[src/rtl/core/mme_pkg.sv]
// ----------------------------------------------------------------------------
// mme_pkg
// shared widths, codes and types of the matrix multiply engine
// ----------------------------------------------------------------------------
package mme_pkg;

    localparam int MAX_DIM_DEF = 8;
    localparam int CFG_W       = 4;
    localparam int CFG_IDX_W   = 2;
    localparam int IDX_W       = 3;
    localparam int VAL_W       = 16;
    localparam int MUL_W       = 2 * VAL_W;
    localparam int PROD_W      = 35;
    localparam int KIND_W      = 2;

    typedef enum logic [KIND_W-1:0] {
        K_LOAD_LEFT  = 2'd0,
        K_LOAD_RIGHT = 2'd1,
        K_START      = 2'd2,
        K_UNUSED     = 2'd3
    } t_kind;

    typedef enum logic [CFG_IDX_W-1:0] {
        CFG_LEFT_ROWS  = 2'd0,
        CFG_LEFT_COLS  = 2'd1,
        CFG_RIGHT_ROWS = 2'd2,
        CFG_RIGHT_COLS = 2'd3
    } t_cfg_idx;

    typedef enum logic [1:0] {
        S_IDLE,
        S_RUN,
        S_DRAIN,
        S_HOLD
    } t_state;

    // control that travels with each multiply-accumulate step
    typedef struct packed {
        logic vld;
        logic first;
        logic last;
    } t_mac_ctl;

endpackage

[src/rtl/core/mme_in_if.sv]
// ----------------------------------------------------------------------------
// mme_in_if
// input channel: load and start transactions
// ----------------------------------------------------------------------------
interface mme_in_if;
    import mme_pkg::*;

    logic                    valid;
    logic                    ready;
    logic [KIND_W-1:0]       kind;
    logic [IDX_W-1:0]        row;
    logic [IDX_W-1:0]        col;
    logic signed [VAL_W-1:0] value;

    modport source (output valid, kind, row, col, value, input ready);
    modport sink   (input valid, kind, row, col, value, output ready);
endinterface

[src/rtl/core/mme_res_if.sv]
// ----------------------------------------------------------------------------
// mme_res_if
// result channel: one product element per transaction
// ----------------------------------------------------------------------------
interface mme_res_if;
    import mme_pkg::*;

    logic                     valid;
    logic                     ready;
    logic                     ok;
    logic [IDX_W-1:0]         out_row;
    logic [IDX_W-1:0]         out_col;
    logic signed [PROD_W-1:0] product;
    logic                     last;

    modport source (output valid, ok, out_row, out_col, product, last, input ready);
    modport sink   (input valid, ok, out_row, out_col, product, last, output ready);
endinterface

[src/rtl/core/matrix_multiply_engine.sv]
// ----------------------------------------------------------------------------
// matrix_multiply_engine
// left and right matrix stores with a sequenced multiply-accumulate walk
// ----------------------------------------------------------------------------
// i_in carries loads (left or right element) and start transactions. a load
// writes the element into its store if it lies inside the configured size;
// otherwise it is dropped. a start checks left columns against right rows: on
// a mismatch one failure result goes out, otherwise every product element
// leaves on o_res in row-major order, last one marked. each element reads one
// left and one right entry per cycle from the two stores and passes through
// read, multiply, accumulate and hand-over steps. i_in is taken only while no
// multiply is running. results pass through an output register: the next
// element is computed while one waits, and the walk pauses when the receiver
// stalls with a finished element pending. reset sets all sizes to 8 and empties
// the output; the stores are not cleared and must be loaded before use. the
// user must write sizes (i_cfg_*) only between transactions; the block itself
// does not enforce this.
// ----------------------------------------------------------------------------
module matrix_multiply_engine #(
    parameter int MAX_DIM = mme_pkg::MAX_DIM_DEF
) (
    input  logic                             i_clk,
    input  logic                             i_rst_n,
    input  logic                             i_cfg_we,
    input  logic [mme_pkg::CFG_IDX_W-1:0]    i_cfg_idx,
    input  logic [mme_pkg::CFG_W-1:0]        i_cfg_data,
    mme_in_if.sink                           i_in,
    mme_res_if.source                        o_res
);
    import mme_pkg::*;

    localparam int DEPTH = MAX_DIM * MAX_DIM;
    localparam int AW    = $clog2(DEPTH);
    localparam int DLIM  = (MAX_DIM < (1 << IDX_W)) ? MAX_DIM : (1 << IDX_W);

    function automatic logic [CFG_W-1:0] eff_dim(input logic [CFG_W-1:0] v);
        logic [CFG_W-1:0] d;
        d = v;
        if (v == '0) begin
            d = CFG_W'(1);
        end else if (v > CFG_W'(DLIM)) begin
            d = CFG_W'(DLIM);
        end
        return d;
    endfunction

    // configuration
    logic [CFG_W-1:0] r_lrows, r_lcols, r_rrows, r_rcols;
    logic [CFG_W-1:0] w_lr, w_lc, w_rr, w_rc;

    always_ff @(posedge i_clk) begin
        if (!i_rst_n) begin
            r_lrows <= CFG_W'(8);
            r_lcols <= CFG_W'(8);
            r_rrows <= CFG_W'(8);
            r_rcols <= CFG_W'(8);
        end else if (i_cfg_we) begin
            unique case (t_cfg_idx'(i_cfg_idx))
                CFG_LEFT_ROWS:  r_lrows <= i_cfg_data;
                CFG_LEFT_COLS:  r_lcols <= i_cfg_data;
                CFG_RIGHT_ROWS: r_rrows <= i_cfg_data;
                CFG_RIGHT_COLS: r_rcols <= i_cfg_data;
                default: ;
            endcase
        end
    end

    assign w_lr = eff_dim(r_lrows);
    assign w_lc = eff_dim(r_lcols);
    assign w_rr = eff_dim(r_rrows);
    assign w_rc = eff_dim(r_rcols);

    // sequencer state
    t_state             r_state, n_state;
    logic [IDX_W-1:0]   r_r, n_r, r_c, n_c, r_k, n_k;
    logic               r_ovld, n_ovld;
    logic               r_res_ok, n_res_ok;
    logic               r_res_last, n_res_last;
    logic [IDX_W-1:0]   r_res_row, n_res_row, r_res_col, n_res_col;
    logic signed [PROD_W-1:0] r_res_prod, n_res_prod;
    logic               r_o_ok, r_o_last;
    logic [IDX_W-1:0]   r_o_row, r_o_col;
    logic signed [PROD_W-1:0] r_o_prod;

    logic               w_accept, w_out_free, w_load_out;
    logic               w_k_last, w_c_last, w_r_last;
    logic               w_lwe, w_rwe;
    logic [AW-1:0]      w_waddr, w_laddr, w_raddr;
    t_mac_ctl           w_issue, r_rd_ctl;

    logic [VAL_W-1:0]   r_lmem [DEPTH];
    logic [VAL_W-1:0]   r_rmem [DEPTH];
    logic [VAL_W-1:0]   r_lq, r_rq;
    logic               w_mac_done;
    logic signed [PROD_W-1:0] w_mac_acc;

    assign w_accept   = i_in.valid & i_in.ready;
    assign w_out_free = ~r_ovld | o_res.ready;
    assign w_k_last   = {1'b0, r_k} == (w_lc - CFG_W'(1));
    assign w_c_last   = {1'b0, r_c} == (w_rc - CFG_W'(1));
    assign w_r_last   = {1'b0, r_r} == (w_lr - CFG_W'(1));

    assign w_waddr = AW'(i_in.row) * AW'(MAX_DIM) + AW'(i_in.col);
    assign w_laddr = AW'(r_r) * AW'(MAX_DIM) + AW'(r_k);
    assign w_raddr = AW'(r_k) * AW'(MAX_DIM) + AW'(r_c);

    always_comb begin
        n_state    = r_state;
        n_r        = r_r;
        n_c        = r_c;
        n_k        = r_k;
        n_res_ok   = r_res_ok;
        n_res_last = r_res_last;
        n_res_row  = r_res_row;
        n_res_col  = r_res_col;
        n_res_prod = r_res_prod;
        w_lwe      = 1'b0;
        w_rwe      = 1'b0;
        w_issue    = '0;
        w_load_out = 1'b0;
        i_in.ready = (r_state == S_IDLE);

        unique case (r_state)
            S_IDLE: begin
                if (w_accept) begin
                    case (t_kind'(i_in.kind))
                        K_LOAD_LEFT: begin
                            w_lwe = ({1'b0, i_in.row} < w_lr) && ({1'b0, i_in.col} < w_lc);
                        end
                        K_LOAD_RIGHT: begin
                            w_rwe = ({1'b0, i_in.row} < w_rr) && ({1'b0, i_in.col} < w_rc);
                        end
                        K_START: begin
                            n_r = '0;
                            n_c = '0;
                            n_k = '0;
                            if (w_lc != w_rr) begin
                                n_res_ok   = 1'b0;
                                n_res_last = 1'b1;
                                n_res_row  = '0;
                                n_res_col  = '0;
                                n_res_prod = '0;
                                n_state    = S_HOLD;
                            end else begin
                                n_state = S_RUN;
                            end
                        end
                        default: ;
                    endcase
                end
            end
            S_RUN: begin
                w_issue.vld   = 1'b1;
                w_issue.first = (r_k == '0);
                w_issue.last  = w_k_last;
                if (w_k_last) begin
                    n_k     = '0;
                    n_state = S_DRAIN;
                end else begin
                    n_k = r_k + IDX_W'(1);
                end
            end
            S_DRAIN: begin
                if (w_mac_done) begin
                    n_res_ok   = 1'b1;
                    n_res_row  = r_r;
                    n_res_col  = r_c;
                    n_res_prod = w_mac_acc;
                    n_res_last = w_r_last & w_c_last;
                    n_state    = S_HOLD;
                end
            end
            S_HOLD: begin
                if (w_out_free) begin
                    w_load_out = 1'b1;
                    if (r_res_last) begin
                        n_state = S_IDLE;
                    end else begin
                        n_state = S_RUN;
                        if (w_c_last) begin
                            n_c = '0;
                            n_r = r_r + IDX_W'(1);
                        end else begin
                            n_c = r_c + IDX_W'(1);
                        end
                    end
                end
            end
            default: n_state = S_IDLE;
        endcase

        if (w_load_out) begin
            n_ovld = 1'b1;
        end else if (o_res.ready) begin
            n_ovld = 1'b0;
        end else begin
            n_ovld = r_ovld;
        end
    end

    always_ff @(posedge i_clk) begin
        if (!i_rst_n) begin
            r_state  <= S_IDLE;
            r_ovld   <= 1'b0;
            r_rd_ctl <= '0;
        end else begin
            r_state  <= n_state;
            r_ovld   <= n_ovld;
            r_rd_ctl <= w_issue;
        end
    end

    always_ff @(posedge i_clk) begin
        r_r        <= n_r;
        r_c        <= n_c;
        r_k        <= n_k;
        r_res_ok   <= n_res_ok;
        r_res_last <= n_res_last;
        r_res_row  <= n_res_row;
        r_res_col  <= n_res_col;
        r_res_prod <= n_res_prod;
        if (w_load_out) begin
            r_o_ok   <= r_res_ok;
            r_o_last <= r_res_last;
            r_o_row  <= r_res_row;
            r_o_col  <= r_res_col;
            r_o_prod <= r_res_prod;
        end
    end

    // element stores
    always_ff @(posedge i_clk) begin
        if (w_lwe) begin
            r_lmem[w_waddr] <= i_in.value;
        end
        r_lq <= r_lmem[w_laddr];
    end

    always_ff @(posedge i_clk) begin
        if (w_rwe) begin
            r_rmem[w_waddr] <= i_in.value;
        end
        r_rq <= r_rmem[w_raddr];
    end

    mme_mac u_mac (
        .i_clk   (i_clk),
        .i_rst_n (i_rst_n),
        .i_ctl   (r_rd_ctl),
        .i_a     (r_lq),
        .i_b     (r_rq),
        .o_done  (w_mac_done),
        .o_acc   (w_mac_acc)
    );

    assign o_res.valid   = r_ovld;
    assign o_res.ok      = r_o_ok;
    assign o_res.out_row = r_o_row;
    assign o_res.out_col = r_o_col;
    assign o_res.product = r_o_prod;
    assign o_res.last    = r_o_last;
endmodule

[src/rtl/core/mme_mac.sv]
// ----------------------------------------------------------------------------
// mme_mac
// two-stage multiply-accumulate: registered product, then running sum
// ----------------------------------------------------------------------------
module mme_mac (
    input  logic                              i_clk,
    input  logic                              i_rst_n,
    input  mme_pkg::t_mac_ctl                 i_ctl,
    input  logic [mme_pkg::VAL_W-1:0]         i_a,
    input  logic [mme_pkg::VAL_W-1:0]         i_b,
    output logic                              o_done,
    output logic signed [mme_pkg::PROD_W-1:0] o_acc
);
    import mme_pkg::*;

    t_mac_ctl                r_mul_ctl;
    logic signed [MUL_W-1:0] r_mul;
    logic signed [PROD_W-1:0] r_acc;
    logic                    r_done;
    logic signed [PROD_W-1:0] w_mul_ext;

    assign w_mul_ext = {{(PROD_W-MUL_W){r_mul[MUL_W-1]}}, r_mul};

    always_ff @(posedge i_clk) begin
        if (!i_rst_n) begin
            r_mul_ctl <= '0;
            r_done    <= 1'b0;
        end else begin
            r_mul_ctl <= i_ctl;
            r_done    <= r_mul_ctl.vld & r_mul_ctl.last;
        end
    end

    always_ff @(posedge i_clk) begin
        r_mul <= signed'(i_a) * signed'(i_b);
        if (r_mul_ctl.vld) begin
            r_acc <= r_mul_ctl.first ? w_mul_ext : r_acc + w_mul_ext;
        end
    end

    assign o_done = r_done;
    assign o_acc  = r_acc;
endmodule

[src/flat_wrapper.sv]
// flat-port wrapper written by rule: the top's interface ports become plain ports
module matrix_multiply_engine_flat import mme_pkg::*;
#(
    parameter int MAX_DIM = mme_pkg::MAX_DIM_DEF
)
  (i_clk, i_rst_n, i_cfg_we, i_cfg_idx, i_cfg_data, i_in_valid, i_in_kind, i_in_row, i_in_col, i_in_value, i_in_ready, o_res_valid, o_res_ok, o_res_out_row, o_res_out_col, o_res_product, o_res_last, o_res_ready);
  mme_in_if i_in_i ();
  mme_res_if o_res_i ();
  input  logic i_clk;
  input  logic i_rst_n;
  input  logic i_cfg_we;
  input  logic [mme_pkg::CFG_IDX_W-1:0] i_cfg_idx;
  input  logic [mme_pkg::CFG_W-1:0] i_cfg_data;
  input wire logic [$bits(i_in_i.valid)-1:0] i_in_valid;
  input wire logic [$bits(i_in_i.kind)-1:0] i_in_kind;
  input wire logic [$bits(i_in_i.row)-1:0] i_in_row;
  input wire logic [$bits(i_in_i.col)-1:0] i_in_col;
  input wire logic [$bits(i_in_i.value)-1:0] i_in_value;
  output wire logic [$bits(i_in_i.ready)-1:0] i_in_ready;
  output wire logic [$bits(o_res_i.valid)-1:0] o_res_valid;
  output wire logic [$bits(o_res_i.ok)-1:0] o_res_ok;
  output wire logic [$bits(o_res_i.out_row)-1:0] o_res_out_row;
  output wire logic [$bits(o_res_i.out_col)-1:0] o_res_out_col;
  output wire logic [$bits(o_res_i.product)-1:0] o_res_product;
  output wire logic [$bits(o_res_i.last)-1:0] o_res_last;
  input wire logic [$bits(o_res_i.ready)-1:0] o_res_ready;
  assign i_in_i.valid = i_in_valid;
  assign i_in_i.kind = i_in_kind;
  assign i_in_i.row = i_in_row;
  assign i_in_i.col = i_in_col;
  assign i_in_i.value = i_in_value;
  assign i_in_ready = i_in_i.ready;
  assign o_res_valid = o_res_i.valid;
  assign o_res_ok = o_res_i.ok;
  assign o_res_out_row = o_res_i.out_row;
  assign o_res_out_col = o_res_i.out_col;
  assign o_res_product = o_res_i.product;
  assign o_res_last = o_res_i.last;
  assign o_res_i.ready = o_res_ready;
  matrix_multiply_engine #(.MAX_DIM(MAX_DIM)) u_core (.i_clk(i_clk), .i_rst_n(i_rst_n), .i_cfg_we(i_cfg_we), .i_cfg_idx(i_cfg_idx), .i_cfg_data(i_cfg_data), .i_in(i_in_i), .o_res(o_res_i));
endmodule
[config.mk]
export PLATFORM = sky130hd
export DESIGN_NAME = matrix_multiply_engine_flat
export DESIGN_NICKNAME = d
export VERILOG_FILES = /design/src/rtl/core/mme_pkg.sv /design/src/rtl/core/mme_in_if.sv /design/src/rtl/core/mme_res_if.sv /design/src/rtl/core/matrix_multiply_engine.sv /design/src/rtl/core/mme_mac.sv /design/src/flat_wrapper.sv
export SDC_FILE = /design/constraint.sdc
export NUM_CORES = 2
export LEC_CHECK = 0
export BUFFER_PORTS_ARGS = -buffer_cell sky130_fd_sc_hd__clkbuf_2
export CAP_MARGIN = 20
export CORE_AREA = 2 2 602 305
export CTS_BUF_LIST = sky130_fd_sc_hd__clkbuf_8 sky130_fd_sc_hd__clkbuf_16
export DETAILED_ROUTE_END_ITERATION = 16
export DIE_AREA = 0 0 604 307
export PLACE_DENSITY = 0.78
export SETUP_SLACK_MARGIN = 0.1
export SLEW_MARGIN = 30
export SYNTH_ARGS = -nofsm -noshare
export SYNTH_HDL_FRONTEND = slang
export SYNTH_HIERARCHICAL = 1
export SYNTH_SLANG_ARGS = --single-unit
[constraint.sdc]
create_clock -name i_clk -period 5.5 [get_ports i_clk]
set_input_delay 0.825 -clock i_clk [delete_from_list [all_inputs] [get_ports i_clk]]
set_output_delay 0.825 -clock i_clk [all_outputs]
set_load 0.02 [all_outputs]
==> impl_metrics.csv <==
group,metric,value,unit
status,status,"finished, violations left",
status,violations,"setup timing",
critical_path,critical-path-top-delay-family,"adder cells",
clock_network,cts_sinks,2268,
sta,worst_pin_slew,1.13,ns
sta,hold_violations,0,
detailed_routing,ant_nets,0,
placed_design,numPortBuffers,79,
layout,fillCellCount,12356,
placed_design,dp_cells,7986,
logic_synthesis,synth_top_area_frac,0.665,
global_routing,grt_max_degree,93,
critical_path,cp_max_fo,4,
clock_network,cts_buffer_depth,4,
critical_path,crit-reg2reg-launch,"u_core/r_lq[7]",
logic_synthesis,synth_flop_cell,"edfxtp_1",
critical_path,path_cells,"buf_6 > and2_4 > fa_1 > inv_2 > fa_2 > fa_1 > fa_1 > inv_2 > fa_1 > fa_1 > ha_4 > a21o_1 > a21oi_2 > o311ai_4 > a31oi_2 > o21bai_2 > nor4b_4 > nor3_1 > nand4b_1",
critical_path,crit_cells,19,
floorplanning,row_count,111,
logic_synthesis,synth_common_cells,"2,178 x edfxtp_1, 527 x mux4_2, 322 x inv_1",
critical_path,cpPeakStageDelay,0.57,ns
critical_path,critPathLaunchType,"flop",
detailed_routing,wl_per_cell,32.9,um
logic_synthesis,synthesis.area_per_instance,18.3,sq um
logic_synthesis,syn_inst,5387,
logic_synthesis,async_flop_share,0,
layout,drive_above_1_share,0.282,
floorplanning,initial_core_util,0.544,
worst_hold_path,hold_path_class,"in -> reg",
sta,max_freq,0.174,GHz
layout,fin_area,112000,sq um
worst_hold_path,hold_path_end,"u_core/r_rcols[3]",
logic_synthesis,syn_nets,5820,
sta,slew_headroom,0.244,
layout,register_area,67300,sq um
logic_synthesis,synthesis.area,98400,sq um
critical_path,reg2regPathDepth,19,
clock_network,cts_buffers,193,
clock_network,cts.clk_slew.worst_paths,0.07,ns
sta,setup_ws,-0.255,ns
sta,grt_setup_unrepaired,"yes",
global_routing,grt_usage,0.298,
sta,report.final.slew_viol_count,0,
global_routing,overflow,0,
placed_design,placedInstanceArea,105000,sq um
logic_synthesis,synth_area_leaders,"edfxtp_1 66%, mux4_2 12%, fa_1 5.3%",
placed_design,place.gp.congestion,0.973,
detailed_routing,drt_wl_total,275,mm
placed_design,hpwl,174,mm
logic_synthesis,synth-edff-count,2178,
placed_design,pre_cts_ws,-0.457,ns
clock_network,cts_tree,"yes",
detailed_routing,via_count,55172,
detailed_routing,avgViaCountPerCell,6.59,
logic_synthesis,synth.most_common_cell,"edfxtp_1",
critical_path,timing.critical_path.buf_inv,3,
floorplanning,io_pins,80,
sta,period_share,1.05,
critical_path,crit_type,"reg -> reg",
layout,final_nets,6223,
detailed_routing,drc_errors,0,
floorplanning,fp.coreArea,181000,sq um
sta,fin_skew,0.0615,ns
floorplanning,dieWidth,604,um
critical_path,worstReg2RegEnd,"u_core/u_mac/r_mul[30]",
detailed_routing,drt_iter0_markers,9402,
critical_path,crit_top_cell,"fa_1",
global_routing,grt_pass1_wl,392,mm
logic_synthesis,ys_types,86,
clock_network,clk_latency,0.87,ns
layout,area_growth,13.4,%
logic_synthesis,ys_ff_latch,2268,
critical_path,crit_path_end_kind,"flop",
critical_path,critPathArrivalTime,6.47,ns
critical_path,required,6.21,ns
worst_hold_path,worstHoldStart,"i_rst_n",
global_routing,antenna_found_initial,18,
sta,final-setup-viol-count,13,
layout,multi_input_area,30200,sq um
logic_synthesis,ys_warn_count,6,
global_routing,grt_pass1_vias,53913,
clock_network,htreeDepth,4,
floorplanning,dieArea,185000,sq um
floorplanning,die_h,307,um
sta,period_needed,5.76,ns
detailed_routing,drt-pass1-iter-count,8,
layout,fin_cells,8367,
critical_path,rrSetupSlack,-0.26,ns
clock_network,ctsRootBufferMaster,"clkbuf_16",
logic_synthesis,yosys.area.top_type,"edfxtp_1",
logic_synthesis,ys_seq_area_frac,0.683,
critical_path,crit_slowest_cell,"fa_1",
worst_hold_path,min_path_cells,2,
flow_run,drv_cap,0,
==> through the flow <==
stage | TNS (ns) | utilization | hold WS (ns)
after global routing | -4.56 | 0.617 | 0.290
after floorplan | 0 | - | 0.400
final | -2.17 | 0.617 | 0.316
after detailed placement | -4.25 | 0.578 | 0.405
after global placement | -3.03 | 0.577 | 0.401
after CTS | -0.901 | 0.614 | 0.265
==> per-layer routing <==
metal	track usage	part of all wire
met4	0.0649	0.023
met3	0.142	0.18
met2	0.388	0.40
met5	0.00801	0.0019
met1	0.453	0.39
==> layout make-up <==
| type | instances | share of cell area |
|---|---|---|
| antenna | 6 | 0.000134 |
| clock buffer | 198 | 0.0441 |
| clock inverter | 139 | 0.00906 |
| inverter | 323 | 0.0109 |
| multi-input combinational | 2524 | 0.271 |
| sequential | 2268 | 0.603 |
| tap | 2429 | 0.0272 |
| timing repair buffer | 480 | 0.0350 |
==> worst max path at each step <==
stage | start | endpoint | slack [ns]
floorplan | u_core/r_rq[14] | u_core/u_mac/r_mul[24] | 0.10
global placement | u_core/r_rq[5] | u_core/u_mac/r_mul[31] | -0.38
detailed placement | u_core/r_rq[2] | u_core/u_mac/r_mul[30] | -0.46
CTS | u_core/r_lq[7] | u_core/u_mac/r_mul[29] | -0.14
global route | u_core/r_lq[7] | u_core/u_mac/r_mul[30] | -0.42
finish | u_core/r_lq[7] | u_core/u_mac/r_mul[30] | -0.26
==> cells in the final DEF, fill, tap and decap left out, types with 86 or more instances in the layout <==
master,synthesis,final
ha_1,135,119
buf_4,23,353
nor3_2,0,101
fa_1,263,245
clkbuf_16,0,195
mux2i_1,97,86
edfxtp_1,2178,2178
nor2_1,130,125
nand2_1,292,286
and2_1,179,163
mux4_2,527,527
inv_1,322,346
==> state kept, by name, indices dropped and copies added, names as in the netlist, 4 cells and up <==
signal,cells
u_core/r_res_prod,35
u_core/r_rcols,4
u_core/r_lmem,1024
u_core/r_lq,16
u_core/u_mac/r_mul,32
u_core/r_rmem,1024
u_core/r_rrows,4
u_core/r_rq,16
u_core/o_res.product,35
u_core/u_mac/o_acc,35
u_core/r_lrows,4
u_core/r_lcols,4
==> cells by family after synthesis <==
family,Yosys count,synth area share
mux,680,0.137
compound gates,446,0.0316
simple gates,935,0.0474
buf+inv,595,0.0248
xor+xnor,65,0.00578
flops,2268,0.683
fa+ha+maj,398,0.0707
==> what timing repair did <==
action	4_1_cts	5_1_grt
setup endpoints to repair	18	17
gates resized for setup	135	62
buffers inserted	23	17
pin swaps	87	55
hold buffers	0	0
Power is not shown: default switching activity piles up to over one toggle a cycle in this logic, so the estimate is an artifact.
